`src/sv/segment_intersection_unit_assert.svh`:
```
// Assertion macros for the segment intersection unit.
`ifndef SEGMENT_INTERSECTION_UNIT_ASSERT_SVH
`define SEGMENT_INTERSECTION_UNIT_ASSERT_SVH

`ifndef SYNTHESIS
// Check a property on every rising clock edge outside reset.
`define SIU_ASSERT(lbl, prop) \
	lbl: assert property (@(posedge clk) disable iff (!arst_n) prop) \
		else $error("siu assertion failed");
// Check that a condition is followed by another in the next cycle.
`define SIU_ASSERT_NEXT(lbl, pre, post) \
	lbl: assert property (@(posedge clk) disable iff (!arst_n) pre |=> post) \
		else $error("siu assertion failed");
`else
`define SIU_ASSERT(lbl, prop)
`define SIU_ASSERT_NEXT(lbl, pre, post)
`endif

`endif

```
`src/sv/siu_div_cell.sv`:
```
// One restoring-division cell: produces one quotient bit per request.
`include "segment_intersection_unit_assert.svh"

module siu_div_cell #(
	parameter int DW = 36,
	parameter int NW = 74
) (
	input  logic          clk,
	input  logic          arst_n,
	input  logic          in_vld,
	input  logic [DW-1:0] in_den,
	input  logic [DW-1:0] in_rem,
	input  logic [NW-1:0] in_num,
	input  logic [NW-1:0] in_quo,
	output logic          out_vld,
	output logic [DW-1:0] out_den,
	output logic [DW-1:0] out_rem,
	output logic [NW-1:0] out_num,
	output logic [NW-1:0] out_quo
);

	logic [DW-1:0] trial;
	logic          ge;
	logic [DW-1:0] rem_n;
	logic          vld_q;
	logic [DW-1:0] den_q;
	logic [DW-1:0] rem_q;
	logic [NW-1:0] num_q;
	logic [NW-1:0] quo_q;

	// Shift in the next numerator bit and subtract when the divisor fits.
	always_comb begin
		trial = {in_rem[DW-2:0], in_num[NW-1]};
		ge    = (trial >= in_den);
		rem_n = ge ? (trial - in_den) : trial;
	end

	// Hold the request valid flag.
	always_ff @(posedge clk or negedge arst_n) begin
		if (!arst_n) begin
			vld_q <= 1'b0;
		end else begin
			vld_q <= in_vld;
		end
	end

	// Advance the payload to the next cell.
	always_ff @(posedge clk) begin
		den_q <= in_den;
		rem_q <= rem_n;
		num_q <= {in_num[NW-2:0], 1'b0};
		quo_q <= {in_quo[NW-2:0], ge};
	end

	assign out_vld = vld_q;
	assign out_den = den_q;
	assign out_rem = rem_q;
	assign out_num = num_q;
	assign out_quo = quo_q;

	`SIU_ASSERT(a_rem_below_den, vld_q |-> rem_q < den_q)
	`SIU_ASSERT_NEXT(a_den_nonzero, in_vld, den_q != '0)

endmodule

```
`config.mk`:
```
export PLATFORM = sky130hd
export DESIGN_NAME = siu_div_cell
export DESIGN_NICKNAME = d
export VERILOG_FILES = /design/src/sv/siu_div_cell.sv
export VERILOG_INCLUDE_DIRS = /design/src /design/src/sv
export SDC_FILE = /design/constraint.sdc
export NUM_CORES = 1
export LEC_CHECK = 0
export BUFFER_PORTS_ARGS = -buffer_cell sky130_fd_sc_hd__buf_2
export CAP_MARGIN = 20
export CORE_AREA = 2 2 174 176
export DETAILED_ROUTE_END_ITERATION = 7
export DIE_AREA = 0 0 176 178
export PLACE_DENSITY = 0.47
export SKIP_LAST_GASP = 1
export SLEW_MARGIN = 25
export SYNTH_ARGS = -nofsm -noshare
export SYNTH_HDL_FRONTEND = slang
export SYNTH_SLANG_ARGS = --single-unit
```
`constraint.sdc`:
```
create_clock -name clk -period 0.8 [get_ports clk]
set_input_delay 0.04 -clock clk [delete_from_list [all_inputs] [get_ports clk]]
set_output_delay 0.04 -clock clk [all_outputs]
set_load 0.05 [all_outputs]
```
Yosys cells after proc, flatten, opt, wreduce, memory -nomap -nowiden
Index checks and enable logic that the tools add are counted.
- register bits: 220
- bits of input ports: 223
- output and inout bits: 221
- logic and storage cells: 8
- $add $sub $neg: 1
- order comparisons: 1
- multiplexer cells: 1
- operators by type and width (kind ; count):
    36-bit greater-or-equal comparator ; 1
    36-bit 2-to-1 mux ; 1
    36-bit subtractor ; 1

Depth between registers and ports, before layout
Gate-level depths: netlist of run 1.
- word-level depth: 2
- gate-level depth with buffers: 15
- mapped depth without buffers: 13

Worst setup path after synthesis of run 1
OpenSTA, ideal clock, no wires.
- kind: input to register
- start point: in in_den[24]
- end point: reg rem_q[22], in the netlist out_rem[22]
- setup time: 0.121 ns
- arrival time: 2.096 ns
- data required time: 0.679 ns
- setup slack: -1.416 ns
- cell stages on the path: 13
- buffers on the path: 2
- cell sequence: inv_1 > ha_1 > buf_2 > nand4_4 > nor4_4 > nand4_1 > o311ai_1 > inv_1 > o21ai_2 > o21ai_2 > inv_4 > buf_6 > mux2_2
- word-level cells in the longest chain between the ends: 2
- ends and longest elaborated chain (what ; line ; source):
    start, declared ; siu_div_cell.sv:11 ; input logic [DW-1:0] in_den,
    36-bit greater-or-equal comparator ; siu_div_cell.sv:34 ; ge = (trial >= in_den);
    36-bit 2-to-1 mux ; siu_div_cell.sv:35 ; rem_n = ge ? (trial - in_den) : trial;
    via rem_n[22] ; siu_div_cell.sv:24 ; logic [DW-1:0] rem_n;
    end signal, assigned ; siu_div_cell.sv:50 ; rem_q <= rem_n;
    end, declared ; siu_div_cell.sv:27 ; logic [DW-1:0] rem_q;
The timed path passes the listed nets, and every way through them passes these cells.

Final worst setup path of run 1
- start point: in in_den[18]
- end point: reg rem_q[11], in the netlist out_rem[11]
Same word-level chain as after synthesis.

==> summary.md, run 1 <==
| Metric | Value |
|---|---|
| Syn Area/Cell | 11.6 um^2 |
| Post-synthesis register bit count | 220 |
| Period utilization | 242% |
| Gate Count Post-Synth | 631 |
| H-tree lvl count | 1 |
| EDFF count, synth | 0 |
| Syn_nets | 891 |
| Status | finished with violations |
| Worst setup margin | -1.14 ns |
| CP Class | in -> reg |
| Yosys cell types | 67 |
| Area post-placement | 0.0112 mm^2 |
| Dpl ws | -1.76 ns |
| CTS Buffer Depth | 3 |
| Setup TNS Final | -96.09 ns |
| Final Cell Area | 0.0175 mm^2 |
| Most used routing layer | met2 |
| Crit start category | input port |
| Post-synthesis cell area | 0.00730 mm^2 |
| M1 GR Usage | 25.0% |
| Die width | 176 um |
| DIE HEIGHT | 178 um |
| CP Data Required Time | 1.23 ns |
| Max Slew Vio Count | 0 |
| Worst hold path depth | 1 |
| Total gr overflow | 0 |
| PortBufs | 440 |
| Final Setup Violations | 257 |
| Critical path's largest stage delay | 0.29 ns |
| CTS Hold Bufs | 219 |
| DRC Markers | 0 |
| Ys async rst share | 0.455% |
| Vias in the first global route | 8,810 |
| Crit-path cells | buf_8 -> inv_8 -> ha_4 -> nand4_1 -> buf_4 -> nor4_4 -> nand4_1 -> o311ai_2 -> inv_1 -> o21ai_2 -> o21ai_2 -> inv_4 -> buf_12 -> buf_16 -> mux2_4 |
| Worst setup EP type | flop |
| DP HPWL | 24,800 um |
| Die area | 0.0313 mm^2 |
| Leak Pwr | 8.06 nW |
| Area Growth Syn to Fin | 140% |
| Yosys top cell area share | 60.1% |
| Final-report hold violation count | 2 |
| Register area share after synthesis | 60.4% |
| CP max FO | 5 |
| Crit-path slowest cell | o311ai_2 |
| Crit path time final | 1.94 ns |
| Failing checks | negative hold slack, negative setup slack |
| Met3 Use GR | 6.29% |
| Largest net degree at the start of global routing | 14 |
| Unrepaired setup endpoints after global routing | yes |
| Initial core utilization | 24.8% |
| Routed WL | 35,900 um |
| Total track usage | 22.0% |
| Hold wc startpoint | in_den[0] |
| Peak VDD IR | 1650 uV |
| Initial antenna violation count | 6 |
| Commonest register cell after synthesis | dfxtp_1 |
| Drt first pass iters | 4 |
| Most frequent cells in the layout | dlygate4sd3_1 (219), dfxtp_2 (217), buf_2 (207), buf_8 (200), buf_4 (156) |
| Fin nets | 1,732 |
| # clock sinks | 220 |
| Hold Path Class | in -> reg |
| Met2 usage | 38.6% |
| Area contributors post-synth | dfxtp_1 (60%), ha_1 (6.2%), inv_1 (2.6%), mux2_2 (2.5%), xnor2_1 (2.4%) |
| IO Pins | 444 |
| Yosys warnings | 0 |
| Row cnt | 63 |
| Worst-path clk slew | 0.06 ns |
| Final Power | 36.5 mW |
| First-pass GRT wire length | 52,300 um |
| Initial detailed-routing violation count | 264 |
| CTS root buf | clkbuf_16 |
| Power per cell area | 2080 mW/mm^2 |
| Inserted Clock Buffers | 26 |
| Max-Cap Viols | 0 |
| Vias | 7,959 |
| Core Region | 0.0294 mm^2 |
| WHS Endpoint | out_den[0] |
| CTS tree | built |
| Routed wire length per instance | 19.1 um |
| Cell accounting for the most synthesized area | dfxtp_1 |
| Final ANT Viol Nets | 0 |
| Vias/cell | 4.23 |
| Gpl congestion | 0.829 |
| Hold slack | -0.336 ns |
| Share of layout cells above drive strength 1 | 67.3% |
| Worst Path Arrival | 2.37 ns |
| Fmax achieved | 516 MHz |
| Most common cell after layout, fill and taps aside | dlygate4sd3_1 |
## cells by family after synthesis
family / after synthesis / share of synthesized area, %
xor gates and xnor gates: 31 / 3.72
other: 1 / 0.0514
buffers and inverters: 72 / 4.64
and+or+nand+nor: 117 / 8.40
adders and majority gates: 37 / 6.44
muxes: 29 / 4.44
AOI/OAI and AO/OA: 124 / 11.9
DFF: 220 / 60.4
## critical path, delay by kind of cell
family,cells,cell delay (ns)
fa+ha+maj,1,0.28
mux,1,0.29
buf+inv,7,0.77
compound gates,3,0.48
simple gates,3,0.50
## where the power goes
group / internal [mW] / switching, mW / leakage (nW)
combinational: 5.74 / 5.97 / 5.77
sequential: 12.0 / 0.572 / 1.86
clock: 7.34 / 4.93 / 0.422
total: 25.1 / 11.5 / 8.06
## sequential cells by signal (all words and copies together) (netlist names)
name	flops
out_vld	1
out_num	73
out_quo	74
out_den	36
out_rem	36
## layout make-up
cell class | count | area, um^2
Clock buffer | 36 | 728
Antenna cell | 2 | 5.00
Timing Repair Buffer | 833 | 8050
Clock inverter | 11 | 153
Sequential cell | 220 | 4690
Fill cell | 2283 | 11900
Inverter | 52 | 218
Multi-Input combinational cell | 339 | 3200
Tap cell | 390 | 488
## cells in the mapped netlist, types with 2 or more instances
cell type and instances:
nor2_1 25, o21ai_2 2, ha_1 36, nor2_2 4
clkbuf_1 3, a31oi_1 7, inv_1 51, a211oi_1 2
buf_2 10, nand4_1 7, o21ai_0 19, o21bai_1 5
nor4_1 3, nand3_1 12, o211ai_1 8, and2_1 2
nand3_2 2, nand2_1 34, a21oi_1 34, mux2_1 11
o2111ai_1 3, mux2i_1 2, buf_6 2, nor3_1 8
xnor2_1 20, o311ai_1 2, nor2b_1 3, clkbuf_2 2
a21oi_2 6, o2111a_1 2, dfxtp_1 219, xor2_1 11
mux2_2 16, buf_12 2, o31ai_1 2, a21o_1 16
o21a_1 2, nand2b_1 7
## metrics by stage
step,std cells,util (%)
after global placement,1581,38.2
after CTS,1886,59.5
after floorplan,631,-
after detailed placement,1581,38.2
final,1883,59.6
after global routing,1883,59.6
## worst max path at each step
stage	slack, ns	to	start
floorplan	-1.36	out_rem[11]	in_den[18]
global placement	-1.70	out_rem[10]	in_den[18]
detailed placement	-1.76	out_rem[10]	in_den[18]
CTS	-1.08	out_rem[19]	in_den[25]
global route	-1.31	out_rem[11]	in_den[18]
finish	-1.14	out_rem[11]	in_den[18]
## routing by layer
metal / wire length, um / up-vias
met5: 40 / -
met3: 2570 / 90
met4: 1930 / 8
li1: - / 3843
met2: 17600 / 299
met1: 13800 / 3719
## timing repair
action	4_1_cts	5_1_grt
cloned	4	0
pin swaps	42	6
resized for setup	942	44
setup buffers	37	1
setup endpoints to repair	257	257
endpoints found under the hold margin	220	2
Power figures use the tool's default switching activity.
==> run 2, diff against run 1 <==
--- a/config.mk
+++ b/config.mk
@@ -8,10 +8,12 @@
 export LEC_CHECK = 0
 export BUFFER_PORTS_ARGS = -buffer_cell sky130_fd_sc_hd__buf_2
 export CAP_MARGIN = 20
+export CELL_PAD_IN_SITES_DETAIL_PLACEMENT = 1
+export CELL_PAD_IN_SITES_GLOBAL_PLACEMENT = 1
 export CORE_AREA = 2 2 174 176
 export DETAILED_ROUTE_END_ITERATION = 7
 export DIE_AREA = 0 0 176 178
-export PLACE_DENSITY = 0.47
+export PLACE_DENSITY = 0.62
 export SKIP_LAST_GASP = 1
 export SLEW_MARGIN = 25
 export SYNTH_ARGS = -nofsm -noshare
==> summary.md, run 2 (synthesized netlist as in run 1, its figures left out) <==
| Metric | Value |
|---|---|
| Status | finished with violations |
| Failing checks | negative setup slack |
| Int Power | 25.7 mW |
| Row cnt | 63 |
| Initial detailed-routing violation count | 389 |
| Final-report hold violation count | 0 |
| Slew headroom | 66.1% |
| Most common cell after layout, fill and taps aside | dlygate4sd3_1 |
| Worst setup EP type | flop |
| Flop pwr share | 32.8% |
| DRC Markers | 0 |
| CP Class | in -> reg |
| Critical path's largest stage delay | 0.35 ns |
| Core Region | 0.0294 mm^2 |
| Hold slack | 0.0303 ns |
| # clock sinks | 220 |
| Fin nets | 1,764 |
| Routed wire length per instance | 25.9 um |
| Initial core utilization | 24.8% |
| Drt first pass iters | 4 |
| Crit path time final | 1.92 ns |
| Largest net degree at the start of global routing | 14 |
| H-tree lvl count | 1 |
| First-pass GRT wire length | 67,700 um |
| Peak VDD IR | 1490 uV |
| Power per cell area | 2120 mW/mm^2 |
| Final Power | 38.5 mW |
| Fmax achieved | 522 MHz |
| IO Pins | 444 |
| Most frequent cells in the layout | dlygate4sd3_1 (222), dfxtp_2 (212), buf_8 (200), buf_2 (196), buf_4 (187) |
| Area Growth Syn to Fin | 149% |
| Leak Pwr | 8.27 nW |
| Vias/cell | 4.56 |
| Unrepaired setup endpoints after global routing | yes |
| Crit start category | input port |
| Share of layout cells above drive strength 1 | 69.6% |
| Max-Cap Viols | 0 |
| Delay-heaviest family, CP | compound AO/OA/AOI/OAI gates |
| Net Switching | 12.8 mW |
| Total gr overflow | 0 |
| CP max FO | 2 |
| CP Data Required Time | 1.23 ns |
| Hold wc startpoint | in_den[1] |
| Hold Path Class | in -> reg |
| DP HPWL | 27,400 um |
| CTS tree | built |
| Dpl ws | -1.78 ns |
| Gpl congestion | 0.899 |
| Total track usage | 29.3% |
| Max reg flops | 74 |
| Final ANT Viol Nets | 0 |
| Vias in the first global route | 9,866 |
| Worst Path Arrival | 2.35 ns |
| Worst setup margin | -1.12 ns |
| Worst-path clk slew | 0.06 ns |
| Initial antenna violation count | 11 |
| Inserted Clock Buffers | 26 |
| Met3 wire len | 3520 um |
| Die width | 176 um |
| CTS root buf | clkbuf_16 |
| Crit path buf inv count | 4 |
| Sw Share | 33.2% |
| Max Slew Vio Count | 0 |
| DIE HEIGHT | 178 um |
| Most used cell, CP | buf_4 |
| CTS Buffer Depth | 3 |
| Clk pwr share | 34.2% |
| Crit-path cells | buf_2 -> ha_4 -> buf_4 -> buf_4 -> a21o_1 -> a21o_1 -> a21oi_1 -> o41ai_4 -> buf_4 -> a21oi_1 -> xnor2_1 -> mux2_4 |
| Period utilization | 240% |
| Final Setup Violations | 257 |
| Vias | 8,770 |
| PortBufs | 440 |
| Worst-margin pin slew | 0.504 ns |
| Detail Route met2 WL | 25,600 um |
| Routed WL | 49,900 um |
| Crit-path slowest cell | a21oi_1 |
| Fin util | 61.8% |
| Critical Path Start | in_rem[21] |
| Top layer used by detailed routing | met5 |
| Combinational Power Share | 32.9% |
| Die area | 0.0313 mm^2 |
| Met1 Routed Length | 17,200 um |
==> run 2: layout make-up <==
cell class / instances / area [um^2]
fill: 2977 / 11200
sequential: 220 / 4700
tap: 390 / 488
multi-input combinational: 339 / 3370
clock inverter: 15 / 206
clock buffer: 33 / 717
antenna: 8 / 20.0
inverter: 52 / 228
timing repair buffer: 865 / 8440
==> run 2: final timing paths <==
kind                               end  slack [ns]  cells past startpoint
setup / recovery           out_rem[29]       -1.12                     12
hold / removal              out_rem[1]        0.03                      4
max in group asynchronous      out_vld        0.28                      3
min in group asynchronous      out_vld        0.42                      3
==> run 2: tightest hold or removal path: stages <==
cell and delay, ns:
buf_2 0.09, buf_4 0.12, fa_2 0.20, mux2i_1 0.07
==> run 2: power by group through the flow <==
stage	Clock [mW]	Combinational [mW]	Sequential, mW
3_3_place_gp	0	8.50	12.2
6_report	13.2	12.7	12.6
5_1_grt	13.8	13.1	12.7
2_1_floorplan	0	2.51	15.2
4_1_cts	13.0	11.9	12.5
3_5_place_dp	0	8.58	12.2
==> run 2: per-stage QoR <==
stage / std cells / TNS, ns / cell area [um^2]
6_report: 1922 / -98.34 / 18200
2_1_floorplan: 631 / -48.72 / 7660
3_3_place_gp: 1605 / -59.16 / 11400
5_1_grt: 1922 / -107.07 / 18200
3_5_place_dp: 1605 / -61.47 / 11400
4_1_cts: 1899 / -97.04 / 17700
==> run 2: metal layers <==
metal / track usage, % / vias to the layer above
met1: 30.4 / 4273
met2: 55.0 / 408
met5: 0 / -
li1: - / 3927
met4: 14.8 / 6
met3: 6.95 / 156
==> run 2: repair_timing <==
item                       4_1_cts  5_1_grt
hold endpoints to repair       220        4
hold buffers                   217        5
setup endpoints to repair      257      257
setup buffers                   31       13
gates resized for setup        966       79
cloned                           2        1
pin swaps                       46       20
==> run 3, diff against run 2 <==
==> constraint.sdc (replaced) <==
create_clock -name clk -period 2.4 [get_ports clk]
set_input_delay 0.12 -clock clk [delete_from_list [all_inputs] [get_ports clk]]
set_output_delay 0.12 -clock clk [all_outputs]
set_load 0.05 [all_outputs]
==> summary.md, run 3 (synthesized netlist as in run 1, its figures left out) <==
| Metric | Value |
|---|---|
| Layout fillers | 3,338 |
| Final non-filler cell total | 1,826 |
| Total track usage | 22.9% |
| Initial antenna violation count | 10 |
| Dpl ws | -0.294 ns |
| Leak Pwr | 6.82 nW |
| PortBufs | 440 |
| CTS root buf | clkbuf_16 |
| Worst hold path depth | 3 |
| WHS Endpoint | out_rem[1] |
| Inserted Clock Buffers | 27 |
| CP max FO | 13 |
| Period utilization | 98.1% |
| CTS tree | built |
| Initial detailed-routing violation count | 219 |
| Final ANT Viol Nets | 0 |
| Hold wc startpoint | in_den[1] |
| Max-Cap Viols | 0 |
| CP Data Required Time | 2.80 ns |
| Area Growth Syn to Fin | 90.6% |
| Drt first pass iters | 4 |
| Peak VDD IR | 554 uV |
| Unrepaired setup endpoints after global routing | yes |
| Max reg flops | 74 |
| Final Power | 11.2 mW |
| Vias | 7,740 |
| Final-report hold violation count | 0 |
| Worst setup EP type | flop |
| DIE HEIGHT | 178 um |
| Gpl congestion | 0.859 |
| Fmax achieved | 425 MHz |
| Routed WL | 37,500 um |
| Worst-path clk slew | 0.05 ns |
| CTS Buffer Depth | 3 |
| First-pass GRT wire length | 53,800 um |
| Crit start category | input port |
| Power per cell area | 803 mW/mm^2 |
| Crit-path cells | dlygate4sd3_1 -> buf_2 -> ha_1 -> nand4_1 -> o311ai_1 -> inv_1 -> o21ai_2 -> o21ai_2 -> inv_4 -> buf_12 -> mux2_1 |
| Fin util | 47.3% |
| Total gr overflow | 0 |
| CP Class | in -> reg |
| Hold Path Class | in -> reg |
| Placed Cells incl. Taps | 1,548 |
| H-tree lvl count | 1 |
| Max Slew Vio Count | 0 |
| DP HPWL | 27,500 um |
| Status | complete, no violations |
| IO Pins | 444 |
| Final Setup Violations | 0 |
| DRC Markers | 0 |
| Most common cell after layout, fill and taps aside | buf_2 |
| Crit-path slowest cell | dlygate4sd3_1 |
| Initial core utilization | 24.8% |
| # clock sinks | 220 |
| Die area | 0.0313 mm^2 |
| Largest net degree at the start of global routing | 14 |
| Core Region | 0.0294 mm^2 |
| Routed wire length per instance | 20.6 um |
| Crit path time final | 2.35 ns |
| Vias/cell | 4.24 |
| Most used cell, CP | o21ai_2 |
| Worst setup margin | 0.0460 ns |
| Row cnt | 63 |
| Die width | 176 um |
| Share of layout cells above drive strength 1 | 45.0% |
| Vias in the first global route | 8,635 |
| Worst Path Arrival | 2.75 ns |
| Fin nets | 1,670 |
| Critical path's largest stage delay | 0.56 ns |
| Most frequent cells in the layout | buf_2 (440), dlygate4sd3_1 (222), dfxtp_1 (219), buf_4 (105), inv_1 (51) |
==> run 3: cell count changes in the layout (fill, tap and decap cells not counted), sizes merged <==
cell,previous run,this run
buf,642,548
inv,55,53
clkbuf,34,37
bufinv,4,2
diode,8,6
clkinvlp,2,5
clkinv,6,4
==> run 3: what timing repair did <==
action                                 4_1_cts  5_1_grt
endpoints found under the hold margin      220        0
setup buffers                                0        1
setup endpoints to repair                    0       35
hold buffers                               222        0
gates resized for setup                      0       13
==> run 3: worst max-delay path by stage <==
stage	from	end	slack [ns]	depth (start not counted)
after global placement	in_den[1]	out_rem[35]	-0.26	11
after CTS	in_rem[3]	out_rem[35]	0.006	10
final	in_rem[27]	out_rem[11]	0.05	11
after floorplan	in_den[24]	out_rem[22]	0.10	13
after detailed placement	in_den[13]	out_rem[33]	-0.29	12
after global routing	in_rem[3]	out_rem[11]	-0.03	13
==> run 3: critical path, delay by kind of cell <==
kind,cells,cell delay [ns]
AO/OA/AOI/OAI,3,0.51
adder cells (fa/ha/maj),1,0.43
buffers and inverters,5,1.12
multiplexers,1,0.33
AND/OR/NAND/NOR,1,0.24
==> run 3: final cells by class <==
type,count,area [um^2],share of cell area (%)
timing repair buffer,770,5270,37.9
sequential,220,4410,31.7
multi-input combinational,339,2620,18.8
clock buffer,37,783,5.63
tap,390,488,3.51
inverter,52,198,1.42
clock inverter,12,134,0.962
antenna,6,15.0,0.108
==> run 3: power breakdown <==
group / switching (mW) / internal (mW)
combinational: 1.89 / 1.12
sequential: 0.0853 / 3.93
clock: 1.64 / 2.50
==> run 3: stage by stage <==
| stage | setup TNS, ns | instance area, um^2 | hold WS (ns) |
|---|---|---|---|
| 2_1_floorplan | 0 | 7300 | -0.176 |
| 3_3_place_gp | -6.47 | 10700 | -0.0833 |
| 3_5_place_dp | -7.26 | 10700 | -0.0839 |
| 4_1_cts | 0 | 13800 | 0.0243 |
| 5_1_grt | -0.0806 | 13900 | 0.0538 |
| 6_report | 0 | 13900 | 0.0399 |
==> run 3: routing by layer <==
| metal | vias to the layer above | track usage, % | routed length, um |
|---|---|---|---|
| met1 | 3640 | 25.2 | 14700 |
| met3 | 78 | 5.88 | 2230 |
| met2 | 279 | 40.8 | 18700 |
| met5 | - | 1.60 | 55 |
| li1 | 3735 | - | - |
| met4 | 8 | 11.6 | 1900 |
